### src/rtl/ipv4tp_pkg.sv
`timescale 1ns / 1ps
// shared types and constants of the ipv4 text parser
// no dependencies

package ipv4tp_pkg;

  // default digit limit per part, fixed part limit and default queue depth
  localparam int unsigned MAX_DIGITS_DEF  = 11;
  localparam int unsigned MAX_PARTS       = 4;
  localparam int unsigned QUEUE_DEPTH_DEF = 2;

  // request op codes
  localparam logic OP_CHAR = 1'b0;
  localparam logic OP_END  = 1'b1;

  // ascii codes
  localparam logic [7:0] CH_DOT   = 8'h2E;
  localparam logic [7:0] CH_ZERO  = 8'h30;
  localparam logic [7:0] CH_ONE   = 8'h31;
  localparam logic [7:0] CH_SEVEN = 8'h37;
  localparam logic [7:0] CH_NINE  = 8'h39;
  localparam logic [7:0] CH_UA    = 8'h41;
  localparam logic [7:0] CH_UF    = 8'h46;
  localparam logic [7:0] CH_LA    = 8'h61;
  localparam logic [7:0] CH_LF    = 8'h66;
  localparam logic [7:0] CH_LX    = 8'h78;

  // per-part range limits
  localparam logic [31:0] LIM_8  = 32'h0000_00FF;
  localparam logic [31:0] LIM_16 = 32'h0000_FFFF;
  localparam logic [31:0] LIM_24 = 32'h00FF_FFFF;

  typedef enum logic [2:0] {
    TK_DIGIT,
    TK_ZERO,
    TK_DOT,
    TK_XCHAR,
    TK_OTHER,
    TK_END
  } tok_kind_e;

  typedef enum logic [1:0] {
    RM_DEC,
    RM_HEX,
    RM_OCT
  } radix_mode_e;

  // classified character as it travels from front to back
  typedef struct packed {
    tok_kind_e   kind;
    logic [3:0]  dval;
    logic        oct;
  } tok_t;

endpackage

### src/rtl/ipv4tp_if.sv
`timescale 1ns / 1ps
// request and result channel interfaces of the ipv4 text parser
// no dependencies

interface ipv4tp_in_if;
  logic       valid;
  logic       ready;
  logic       op;
  logic [7:0] ch;

  modport source (output valid, op, ch, input ready);
  modport sink   (input valid, op, ch, output ready);
endinterface

interface ipv4tp_out_if;
  logic        valid;
  logic        ready;
  logic [31:0] address;
  logic        status;

  modport source (output valid, address, status, input ready);
  modport sink   (input valid, address, status, output ready);
endinterface

### src/rtl/ipv4_text_parser_unit.sv
`timescale 1ns / 1ps
// top level of the ipv4 text parser: front, token queue, back
// depends on ipv4tp_pkg, ipv4tp_if, ipv4tp_front, ipv4tp_queue, ipv4tp_back
//
// usage
// - in_req_i carries one request per character (op = 0, ch = ascii code) and
//   one end request (op = 1) that closes the string
// - out_res_o carries one result per end request: address, first byte in the
//   top bits, and status (1 = parse error, address then reads zero)
// - throughput is one request per cycle; a character request is accepted
//   whenever the token queue has room, also while a result waits
// - an end request goes into the token queue, then to the back end, whose
//   output register holds the result; the back end does all per-character
//   work as one shift-add on the part value, setting the one-per-cycle rate
// - when the receiver stalls, the result stays in the output register; the
//   back end keeps working on characters and holds only at the next end
//   request, the queue then fills and in_req_i.ready drops
// - reset clears the queue, the parse state and the output valid; the part
//   store needs no clearing since only written parts are ever read
// - MAX_DIGITS bounds the digits in one part and sets the digit counter width

module ipv4_text_parser_unit
  import ipv4tp_pkg::*;
#(
  parameter int unsigned MAX_DIGITS  = MAX_DIGITS_DEF,
  parameter int unsigned QUEUE_DEPTH = QUEUE_DEPTH_DEF
) (
  input  logic          clk_i,
  input  logic          rst_ni,
  ipv4tp_in_if.sink     in_req_i,
  ipv4tp_out_if.source  out_res_o
);

  // front to queue
  logic q_in_valid;
  logic q_in_ready;
  tok_t q_in_tok;

  // queue to back
  logic q_out_valid;
  logic q_out_ready;
  tok_t q_out_tok;

  // classify each character into a token
  ipv4tp_front u_front (
    .in_req_i  (in_req_i),
    .q_ready_i (q_in_ready),
    .q_valid_o (q_in_valid),
    .q_tok_o   (q_in_tok)
  );

  // decouples request intake from the result stall
  ipv4tp_queue #(
    .DEPTH (QUEUE_DEPTH)
  ) u_queue (
    .clk_i        (clk_i),
    .rst_ni       (rst_ni),
    .push_valid_i (q_in_valid),
    .push_ready_o (q_in_ready),
    .push_tok_i   (q_in_tok),
    .pop_valid_o  (q_out_valid),
    .pop_ready_i  (q_out_ready),
    .pop_tok_o    (q_out_tok)
  );

  // parse state machine and result register
  ipv4tp_back #(
    .MAX_DIGITS (MAX_DIGITS)
  ) u_back (
    .clk_i       (clk_i),
    .rst_ni      (rst_ni),
    .tok_valid_i (q_out_valid),
    .tok_ready_o (q_out_ready),
    .tok_i       (q_out_tok),
    .out_res_o   (out_res_o)
  );

endmodule

### src/rtl/ipv4tp_front.sv
`timescale 1ns / 1ps
// front end: takes character and end requests and classifies them into tokens
// depends on ipv4tp_pkg and ipv4tp_in_if

module ipv4tp_front
  import ipv4tp_pkg::*;
(
  ipv4tp_in_if.sink in_req_i,
  input  logic      q_ready_i,
  output logic      q_valid_o,
  output tok_t      q_tok_o
);

  logic [7:0] num_off;
  logic [7:0] low_off;
  logic [7:0] up_off;

  assign in_req_i.ready = q_ready_i;
  assign q_valid_o      = in_req_i.valid;

  assign num_off = in_req_i.ch - CH_ZERO;
  assign low_off = in_req_i.ch - CH_LA + 8'd10;
  assign up_off  = in_req_i.ch - CH_UA + 8'd10;

  always_comb begin
    q_tok_o.kind = TK_OTHER;
    q_tok_o.dval = 4'd0;
    q_tok_o.oct  = 1'b0;
    if (in_req_i.op == OP_END) begin
      q_tok_o.kind = TK_END;
    end else begin
      q_tok_o.oct = (in_req_i.ch >= CH_ZERO) && (in_req_i.ch <= CH_SEVEN);
      if (in_req_i.ch == CH_DOT) begin
        q_tok_o.kind = TK_DOT;
      end else if (in_req_i.ch == CH_ZERO) begin
        q_tok_o.kind = TK_ZERO;
      end else if (in_req_i.ch >= CH_ONE && in_req_i.ch <= CH_NINE) begin
        q_tok_o.kind = TK_DIGIT;
        q_tok_o.dval = num_off[3:0];
      end else if (in_req_i.ch >= CH_LA && in_req_i.ch <= CH_LF) begin
        q_tok_o.kind = TK_DIGIT;
        q_tok_o.dval = low_off[3:0];
      end else if (in_req_i.ch >= CH_UA && in_req_i.ch <= CH_UF) begin
        q_tok_o.kind = TK_DIGIT;
        q_tok_o.dval = up_off[3:0];
      end else if (in_req_i.ch == CH_LX) begin
        q_tok_o.kind = TK_XCHAR;
      end
    end
  end

endmodule

### src/rtl/ipv4tp_queue.sv
`timescale 1ns / 1ps
// small token queue between front and back
// depends on ipv4tp_pkg

module ipv4tp_queue
  import ipv4tp_pkg::*;
#(
  parameter int unsigned DEPTH = QUEUE_DEPTH_DEF
) (
  input  logic clk_i,
  input  logic rst_ni,
  input  logic push_valid_i,
  output logic push_ready_o,
  input  tok_t push_tok_i,
  output logic pop_valid_o,
  input  logic pop_ready_i,
  output tok_t pop_tok_o
);

  localparam int unsigned PW = (DEPTH > 1) ? $clog2(DEPTH) : 1;
  localparam int unsigned CW = $clog2(DEPTH + 1);

  tok_t          mem_q [DEPTH];
  logic [PW-1:0] wr_q, wr_d;
  logic [PW-1:0] rd_q, rd_d;
  logic [CW-1:0] cnt_q, cnt_d;
  logic          push, pop;

  assign push_ready_o = (cnt_q != CW'(DEPTH));
  assign pop_valid_o  = (cnt_q != '0);
  assign pop_tok_o    = mem_q[rd_q];
  assign push         = push_valid_i & push_ready_o;
  assign pop          = pop_valid_o & pop_ready_i;

  always_comb begin
    wr_d  = wr_q;
    rd_d  = rd_q;
    cnt_d = cnt_q;
    if (push) begin
      wr_d = (wr_q == PW'(DEPTH - 1)) ? '0 : wr_q + PW'(1);
    end
    if (pop) begin
      rd_d = (rd_q == PW'(DEPTH - 1)) ? '0 : rd_q + PW'(1);
    end
    case ({push, pop})
      2'b10:   cnt_d = cnt_q + CW'(1);
      2'b01:   cnt_d = cnt_q - CW'(1);
      default: cnt_d = cnt_q;
    endcase
  end

  always_ff @(posedge clk_i or negedge rst_ni) begin
    if (!rst_ni) begin
      wr_q  <= '0;
      rd_q  <= '0;
      cnt_q <= '0;
    end else begin
      wr_q  <= wr_d;
      rd_q  <= rd_d;
      cnt_q <= cnt_d;
    end
  end

  always_ff @(posedge clk_i) begin
    if (push) begin
      mem_q[wr_q] <= push_tok_i;
    end
  end

endmodule

### src/rtl/ipv4tp_back.sv
`timescale 1ns / 1ps
// back end: digit accumulation, part store, final range checks, result register
// depends on ipv4tp_pkg and ipv4tp_out_if

module ipv4tp_back
  import ipv4tp_pkg::*;
#(
  parameter int unsigned MAX_DIGITS = MAX_DIGITS_DEF
) (
  input  logic          clk_i,
  input  logic          rst_ni,
  input  logic          tok_valid_i,
  output logic          tok_ready_o,
  input  tok_t          tok_i,
  ipv4tp_out_if.source  out_res_o
);

  localparam int unsigned CW  = $clog2(MAX_DIGITS + 1);
  localparam int unsigned PCW = $clog2(MAX_PARTS + 2);
  localparam int unsigned PIW = $clog2(MAX_PARTS);

  radix_mode_e    mode_q, mode_d;
  logic [CW-1:0]  cnt_q, cnt_d;
  logic           zp_q, zp_d;
  logic [31:0]    val_q, val_d;
  logic           over_q, over_d;
  logic [PCW-1:0] pc_q, pc_d;
  logic           err_q, err_d;
  logic [31:0]    parts_q [MAX_PARTS];
  logic           st_we;
  logic           out_valid_q, out_valid_d;
  logic [31:0]    address_q, address_d;
  logic           status_q, status_d;

  logic           take, is_end;
  logic           resolve_x, to_oct, zero_digit;
  radix_mode_e    mode_eff;
  logic [CW-1:0]  cnt_eff;
  logic [35:0]    scaled, next_val;
  logic           push_ok, bad_digit;
  logic           fin, fin_err, range_bad;
  logic [PCW-1:0] pc_eff;
  logic [31:0]    p_eff [MAX_PARTS];
  logic [31:0]    addr;

  assign is_end      = (tok_i.kind == TK_END);
  assign tok_ready_o = !is_end || !out_valid_q || out_res_o.ready;
  assign take        = tok_valid_i & tok_ready_o;

  // a pending leading zero is settled by the next token
  assign resolve_x  = zp_q && (tok_i.kind == TK_XCHAR);
  assign to_oct     = zp_q && !resolve_x && (mode_q != RM_HEX) && tok_i.oct;
  assign zero_digit = zp_q && !resolve_x && !to_oct;
  assign mode_eff   = to_oct ? RM_OCT : mode_q;
  // value is still zero when the leading zero becomes a digit
  assign cnt_eff    = zero_digit ? CW'(1) : cnt_q;

  always_comb begin
    case (mode_eff)
      RM_HEX:  scaled = {val_q, 4'b0};
      RM_OCT:  scaled = {1'b0, val_q, 3'b0};
      default: scaled = {1'b0, val_q, 3'b0} + {3'b0, val_q, 1'b0};
    endcase
  end

  assign next_val  = scaled + {32'b0, tok_i.dval};
  assign push_ok   = (cnt_eff < CW'(MAX_DIGITS));
  assign bad_digit = ((mode_eff == RM_DEC) && (tok_i.dval > 4'd9)) ||
                     ((mode_eff == RM_OCT) && (tok_i.dval > 4'd7));

  // end of string: close the open part and check the layout
  assign fin     = (cnt_eff != '0);
  assign fin_err = fin && ((pc_q >= PCW'(MAX_PARTS)) || over_q);
  assign pc_eff  = pc_q + PCW'(fin);

  always_comb begin
    for (int i = 0; i < MAX_PARTS; i++) begin
      p_eff[i] = (fin && (pc_q == PCW'(i))) ? val_q : parts_q[i];
    end
  end

  always_comb begin
    range_bad = 1'b0;
    addr      = '0;
    case (pc_eff)
      PCW'(1): begin
        addr = p_eff[0];
      end
      PCW'(2): begin
        range_bad = (p_eff[0] > LIM_8) || (p_eff[1] > LIM_24);
        addr      = {p_eff[0][7:0], p_eff[1][23:0]};
      end
      PCW'(3): begin
        range_bad = (p_eff[0] > LIM_8) || (p_eff[1] > LIM_8) || (p_eff[2] > LIM_16);
        addr      = {p_eff[0][7:0], p_eff[1][7:0], p_eff[2][15:0]};
      end
      PCW'(4): begin
        range_bad = (p_eff[0] > LIM_8) || (p_eff[1] > LIM_8) ||
                    (p_eff[2] > LIM_8) || (p_eff[3] > LIM_8);
        addr      = {p_eff[0][7:0], p_eff[1][7:0], p_eff[2][7:0], p_eff[3][7:0]};
      end
      default: begin
        range_bad = 1'b1;
      end
    endcase
  end

  always_comb begin
    mode_d      = mode_q;
    cnt_d       = cnt_q;
    zp_d        = zp_q;
    val_d       = val_q;
    over_d      = over_q;
    pc_d        = pc_q;
    err_d       = err_q;
    st_we       = 1'b0;
    out_valid_d = out_valid_q && !out_res_o.ready;
    address_d   = address_q;
    status_d    = status_q;
    if (take) begin
      if (is_end) begin
        out_valid_d = 1'b1;
        status_d    = err_q || fin_err || range_bad;
        address_d   = status_d ? '0 : addr;
        mode_d      = RM_DEC;
        cnt_d       = '0;
        zp_d        = 1'b0;
        val_d       = '0;
        over_d      = 1'b0;
        pc_d        = '0;
        err_d       = 1'b0;
      end else if (!err_q) begin
        mode_d = mode_eff;
        cnt_d  = cnt_eff;
        zp_d   = 1'b0;
        if (resolve_x) begin
          mode_d = RM_HEX;
        end else begin
          case (tok_i.kind)
            TK_DOT: begin
              if (cnt_eff == '0 || pc_q >= PCW'(MAX_PARTS) || over_q) begin
                err_d = 1'b1;
              end else begin
                st_we  = 1'b1;
                pc_d   = pc_q + PCW'(1);
                mode_d = RM_DEC;
                cnt_d  = '0;
                val_d  = '0;
                over_d = 1'b0;
              end
            end
            TK_ZERO, TK_DIGIT: begin
              if (tok_i.kind == TK_ZERO && cnt_eff == '0) begin
                zp_d = 1'b1;
              end else if (!push_ok || bad_digit) begin
                err_d = 1'b1;
              end else begin
                val_d  = next_val[31:0];
                over_d = over_q | (|next_val[35:32]);
                cnt_d  = cnt_eff + CW'(1);
              end
            end
            default: begin
              err_d = 1'b1;
            end
          endcase
        end
      end
    end
  end

  always_ff @(posedge clk_i or negedge rst_ni) begin
    if (!rst_ni) begin
      mode_q      <= RM_DEC;
      cnt_q       <= '0;
      zp_q        <= 1'b0;
      val_q       <= '0;
      over_q      <= 1'b0;
      pc_q        <= '0;
      err_q       <= 1'b0;
      out_valid_q <= 1'b0;
    end else begin
      mode_q      <= mode_d;
      cnt_q       <= cnt_d;
      zp_q        <= zp_d;
      val_q       <= val_d;
      over_q      <= over_d;
      pc_q        <= pc_d;
      err_q       <= err_d;
      out_valid_q <= out_valid_d;
    end
  end

  always_ff @(posedge clk_i) begin
    address_q <= address_d;
    status_q  <= status_d;
    if (st_we) begin
      parts_q[pc_q[PIW-1:0]] <= val_q;
    end
  end

  assign out_res_o.valid   = out_valid_q;
  assign out_res_o.address = address_q;
  assign out_res_o.status  = status_q;

endmodule

### src/flat_wrapper.sv
// flat-port wrapper written by rule: the top's interface ports become plain ports
module ipv4_text_parser_unit_flat import ipv4tp_pkg::*;
#(
  parameter int unsigned MAX_DIGITS  = MAX_DIGITS_DEF,
  parameter int unsigned QUEUE_DEPTH = QUEUE_DEPTH_DEF
)
  (clk_i, rst_ni, in_req_i_valid, in_req_i_op, in_req_i_ch, in_req_i_ready, out_res_o_valid, out_res_o_address, out_res_o_status, out_res_o_ready);
  ipv4tp_in_if in_req_i_i ();
  ipv4tp_out_if out_res_o_i ();
  input  logic clk_i;
  input  logic rst_ni;
  input wire logic [$bits(in_req_i_i.valid)-1:0] in_req_i_valid;
  input wire logic [$bits(in_req_i_i.op)-1:0] in_req_i_op;
  input wire logic [$bits(in_req_i_i.ch)-1:0] in_req_i_ch;
  output wire logic [$bits(in_req_i_i.ready)-1:0] in_req_i_ready;
  output wire logic [$bits(out_res_o_i.valid)-1:0] out_res_o_valid;
  output wire logic [$bits(out_res_o_i.address)-1:0] out_res_o_address;
  output wire logic [$bits(out_res_o_i.status)-1:0] out_res_o_status;
  input wire logic [$bits(out_res_o_i.ready)-1:0] out_res_o_ready;
  assign in_req_i_i.valid = in_req_i_valid;
  assign in_req_i_i.op = in_req_i_op;
  assign in_req_i_i.ch = in_req_i_ch;
  assign in_req_i_ready = in_req_i_i.ready;
  assign out_res_o_valid = out_res_o_i.valid;
  assign out_res_o_address = out_res_o_i.address;
  assign out_res_o_status = out_res_o_i.status;
  assign out_res_o_i.ready = out_res_o_ready;
  ipv4_text_parser_unit #(.MAX_DIGITS(MAX_DIGITS), .QUEUE_DEPTH(QUEUE_DEPTH)) u_core (.clk_i(clk_i), .rst_ni(rst_ni), .in_req_i(in_req_i_i), .out_res_o(out_res_o_i));
endmodule
### config.mk
export PLATFORM = sky130hd
export DESIGN_NAME = ipv4_text_parser_unit_flat
export DESIGN_NICKNAME = d
export VERILOG_FILES = /design/src/rtl/ipv4tp_pkg.sv /design/src/rtl/ipv4tp_if.sv /design/src/rtl/ipv4_text_parser_unit.sv /design/src/rtl/ipv4tp_front.sv /design/src/rtl/ipv4tp_queue.sv /design/src/rtl/ipv4tp_back.sv /design/src/flat_wrapper.sv
export SDC_FILE = /design/constraint.sdc
export NUM_CORES = 1
export LEC_CHECK = 0
export BUFFER_PORTS_ARGS = -buffer_cell sky130_fd_sc_hd__buf_2
export CORE_ASPECT_RATIO = 1.75
export CORE_MARGIN = 3
export CORE_UTILIZATION = 55
export DETAILED_ROUTE_END_ITERATION = 6
export PLACE_DENSITY = 0.8
export SYNTH_ARGS = -nofsm -noshare
export SYNTH_HDL_FRONTEND = slang
export SYNTH_SLANG_ARGS = --single-unit
### constraint.sdc
create_clock -name clk_i -period 6.4 [get_ports clk_i]
set_input_delay 0.96 -clock clk_i [delete_from_list [all_inputs] [get_ports clk_i]]
set_output_delay 0.96 -clock clk_i [all_outputs]
set_load 0.01 [all_outputs]
==> flow_metrics.tcl <==
set metrics [dict create \
    drtIter0Drc 1056 \
    clockRootBuffer "clkbuf_16" \
    swShare_pct 43.4 \
    cp.required_ps 6750 \
    overflow 0 \
    synth_ff_type "edfxtp_1" \
    power.switching_mw 2.82 \
    max_cap_violations 0 \
    clock_path_buffers 3 \
    totalWireLength_um 38100 \
    synth-edff-count 177 \
    async_reset_ff_share_pct 21.7 \
    synth_compound_area_share_pct 17.3 \
    critPathLaunch "u_core.u_queue.rd_q" \
    status "complete, no violations" \
    path_clk_slew_ps 70 \
    grt_first_pass_wirelength_um 57700 \
    insertion_delay_ps 520 \
    rows 75 \
    hpwlAfterDp_um 26900 \
    hold_viol_final 0 \
    dieArea_mm2 0.0263 \
    numClockSinks 226 \
    vias 10982 \
    rsz0062_at_grt "false" \
    cts_repair_resize_count 0 \
    r2r-start "u_core.u_queue.rd_q" \
    path_class "reg -> reg" \
    synth.mux.area_fraction_pct 7.60 \
    start_util_pct 55.8 \
    combPwrFrac_pct 45.6 \
    skew_ps 24.2 \
    internal-power_mw 3.68 \
    tns_ps 0 \
    synth_fp_nets 1348 \
    grt_max_degree 65 \
    die_w_um 124 \
    layout_commonest_cell "edfxtp_1" \
    fin_hold_ws_ps 493 \
    endpoint "u_core.u_back.out_res_o.address[10]" \
    synth_area_leaders "edfxtp_1 (40%), dfrtp_1 (9.2%), mux2i_1 (6.4%)" \
    h-tree-depth 1 \
    period_minus_slack_ps 5660 \
    fmax_mhz 177 \
    synthSimpleGateAreaFrac_pct 15.8 \
    irDropWorstVdd_uv 226 \
    yosysTopAreaCellShare_pct 39.7 \
    min_from "u_core.u_queue.wr_q" \
    cts_tree "built" \
    crit_path_start_kind "flip-flop" \
    hold_buffers 0 \
    tightest_slew_ps 987 \
    period_share_pct 88.5 \
    cts_setup_buffers 0 \
    ant_nets 0 \
    grt_pass1_vias 10793 \
    netlist_area_mm2 0.0134 \
    detail_route.first_pass.iterations 5 \
    final-setup-viol-count 0 \
    pwr-share-clk_pct 20.2 \
    yosys.area.top_type "edfxtp_1" \
    slew_viol_final 0 \
    power.density_mw_per_mm2 444 \
    synth_cell_types 85 \
    yosysSeqAreaShare_pct 48.8 \
    drc 0 \
    synth_xor_area_share_pct 2.48 \
    ys_seq_elements 226 \
    leakagePower_nw 5.83 \
    avgRoutedWirePerCell_um 23.4 \
    synthAdderAreaFrac_pct 5.06 \
    numPortBuffers 47 \
    hold_path_class "reg -> reg" \
    cts_made_buffers 21 \
    worstSetupEndpointType "flip-flop" \
    r2r_end "u_core.u_back.out_res_o.address[10]" \
    r2r_slack_ps 740 \
    vias_per_cell 6.75 \
    area_growth_pct 9.39 \
    yosysWarnings 0 \
    slew-limit-headroom_pct 33.7 \
    fin_nets 1371 \
    synthCells 1282 \
    antenna_found_initial 0 \
    synth_top_family_by_area "compound AO/OA/AOI/OAI gates" \
    drive_gt1_share_pct 11.6 \
    rr_worst_depth 15 \
    coreArea_mm2 0.0240 \
    gp_congestion 0.970 \
    crit_path_max_fanout 17 \
    p_seq_share_pct 34.2 \
    worstPathArrival_ps 6020 \
    layout_common_cells "edfxtp_1 (177), nor2_1 (118), nand2_1 (108)" \
    die_h_um 212 \
    diodes 0 \
    syn_avg_cell_area_um2 10.5 \
    io-pin-count 48 \
    gr-usage-all-layers_pct 28.8 \
]
-- how the worst min path moves through the flow --
stage,endpoint,slack [ps],cells past startpoint
2_1_floorplan,u_core.u_queue.wr_q,460,1
3_3_place_gp,u_core.u_queue.wr_q,480,1
3_5_place_dp,u_core.u_queue.wr_q,480,1
4_1_cts,u_core.u_queue.wr_q,500,1
5_1_grt,u_core.u_queue.wr_q,540,1
6_report,u_core.u_queue.wr_q,490,1
-- worst max-delay path, stage by stage (launching register included) --
cell and delay [ps]:
dfrtp_1 540, or3b_1 490, a21o_1 220, and3_1 260, nor2_1 250, ha_1 240
o21ai_1 230, ha_1 280, ha_1 320, or3_1 590, a21boi_0 240, a2111o_1 330
o21ai_0 210, nand4bb_1 680, buf_4 450, nor2_1 160
-- sequential cells by signal, summed over array words and instances (netlist names) --
| register | count |
|---|---|
| u_core.u_back.parts_q | 128 |
| u_core.u_back.out_res_o.address | 32 |
| u_core.u_back.val_q | 32 |
| u_core.u_queue.mem_q | 16 |
| u_core.u_back.cnt_q | 4 |
| u_core.u_back.pc_q | 3 |
| u_core.u_back.mode_q | 2 |
| u_core.u_queue.cnt_q | 2 |
| u_core.u_back.err_q | 1 |
| u_core.u_back.out_res_o.status | 1 |
| u_core.u_back.out_res_o.valid | 1 |
| u_core.u_back.over_q | 1 |
| u_core.u_back.zp_q | 1 |
| u_core.u_queue.rd_q | 1 |
| u_core.u_queue.wr_q | 1 |
-- stage by stage --
stage                     power, mW  cell area [um2]  util [%]  cells  worst slack [ps]
after floorplan                4.26            13400         -   1282               609
after global placement         5.07            13900      58.0   1590               895
after detailed placement       5.13            13900      58.0   1590               802
after CTS                      6.45            14700      61.0   1628               775
after global routing           6.83            14700      61.0   1628               169
final                          6.50            14700      61.0   1628               739
-- power by group through the flow --
stage / logic (mW) / registers [mW] / clock network (mW)
finish: 2.97 / 2.22 / 1.31
global route: 3.21 / 2.24 / 1.38
CTS: 2.92 / 2.21 / 1.33
detailed placement: 2.89 / 2.24 / 0
global placement: 2.84 / 2.22 / 0
floorplan: 2.16 / 2.09 / 0
-- cell usage after synthesis, drive strengths merged (18+ instances only) --
library cell  count
edfxtp          177
o21ai            76
buf              19
a21oi            65
nor3             22
nor4             31
clkbuf           53
nor2            119
ha               51
xnor2            27
inv              25
o22ai            30
mux2i            86
o31ai            18
a21o             19
nand2           108
nand3            24
dfrtp            49
-- routing by layer --
| layer | global-route usage [%] | wire length [um] | vias to the layer above |
|---|---|---|---|
| met2 | 50.8 | 19300 | 587 |
| met5 | 0 | 0 | - |
| met1 | 29.5 | 12600 | 5196 |
| met4 | 23.9 | 3860 | 0 |
| li1 | - | - | 4980 |
| met3 | 3.57 | 2340 | 219 |
-- layout make-up --
cell class	count	area, um2
Sequential cell	226	6540
Fill cell	1987	9370
Timing Repair Buffer	72	423
Multi-Input combinational cell	959	6480
Clock inverter	14	175
Tap cell	308	385
Inverter	25	93.8
Clock buffer	24	557
-- logic make-up (layout without fill, tap and decap cells) --
family                   after synthesis  after routing
AND/OR/NAND/NOR                      424            424
AO/OA/AOI/OAI                        344            344
flip-flops                           226            226
multiplexers                         100            100
buffers and inverters                 97            135
adder cells (fa/ha/maj)               53             53
XOR/XNOR                              38             38
Power figures use the tool's default switching activity.
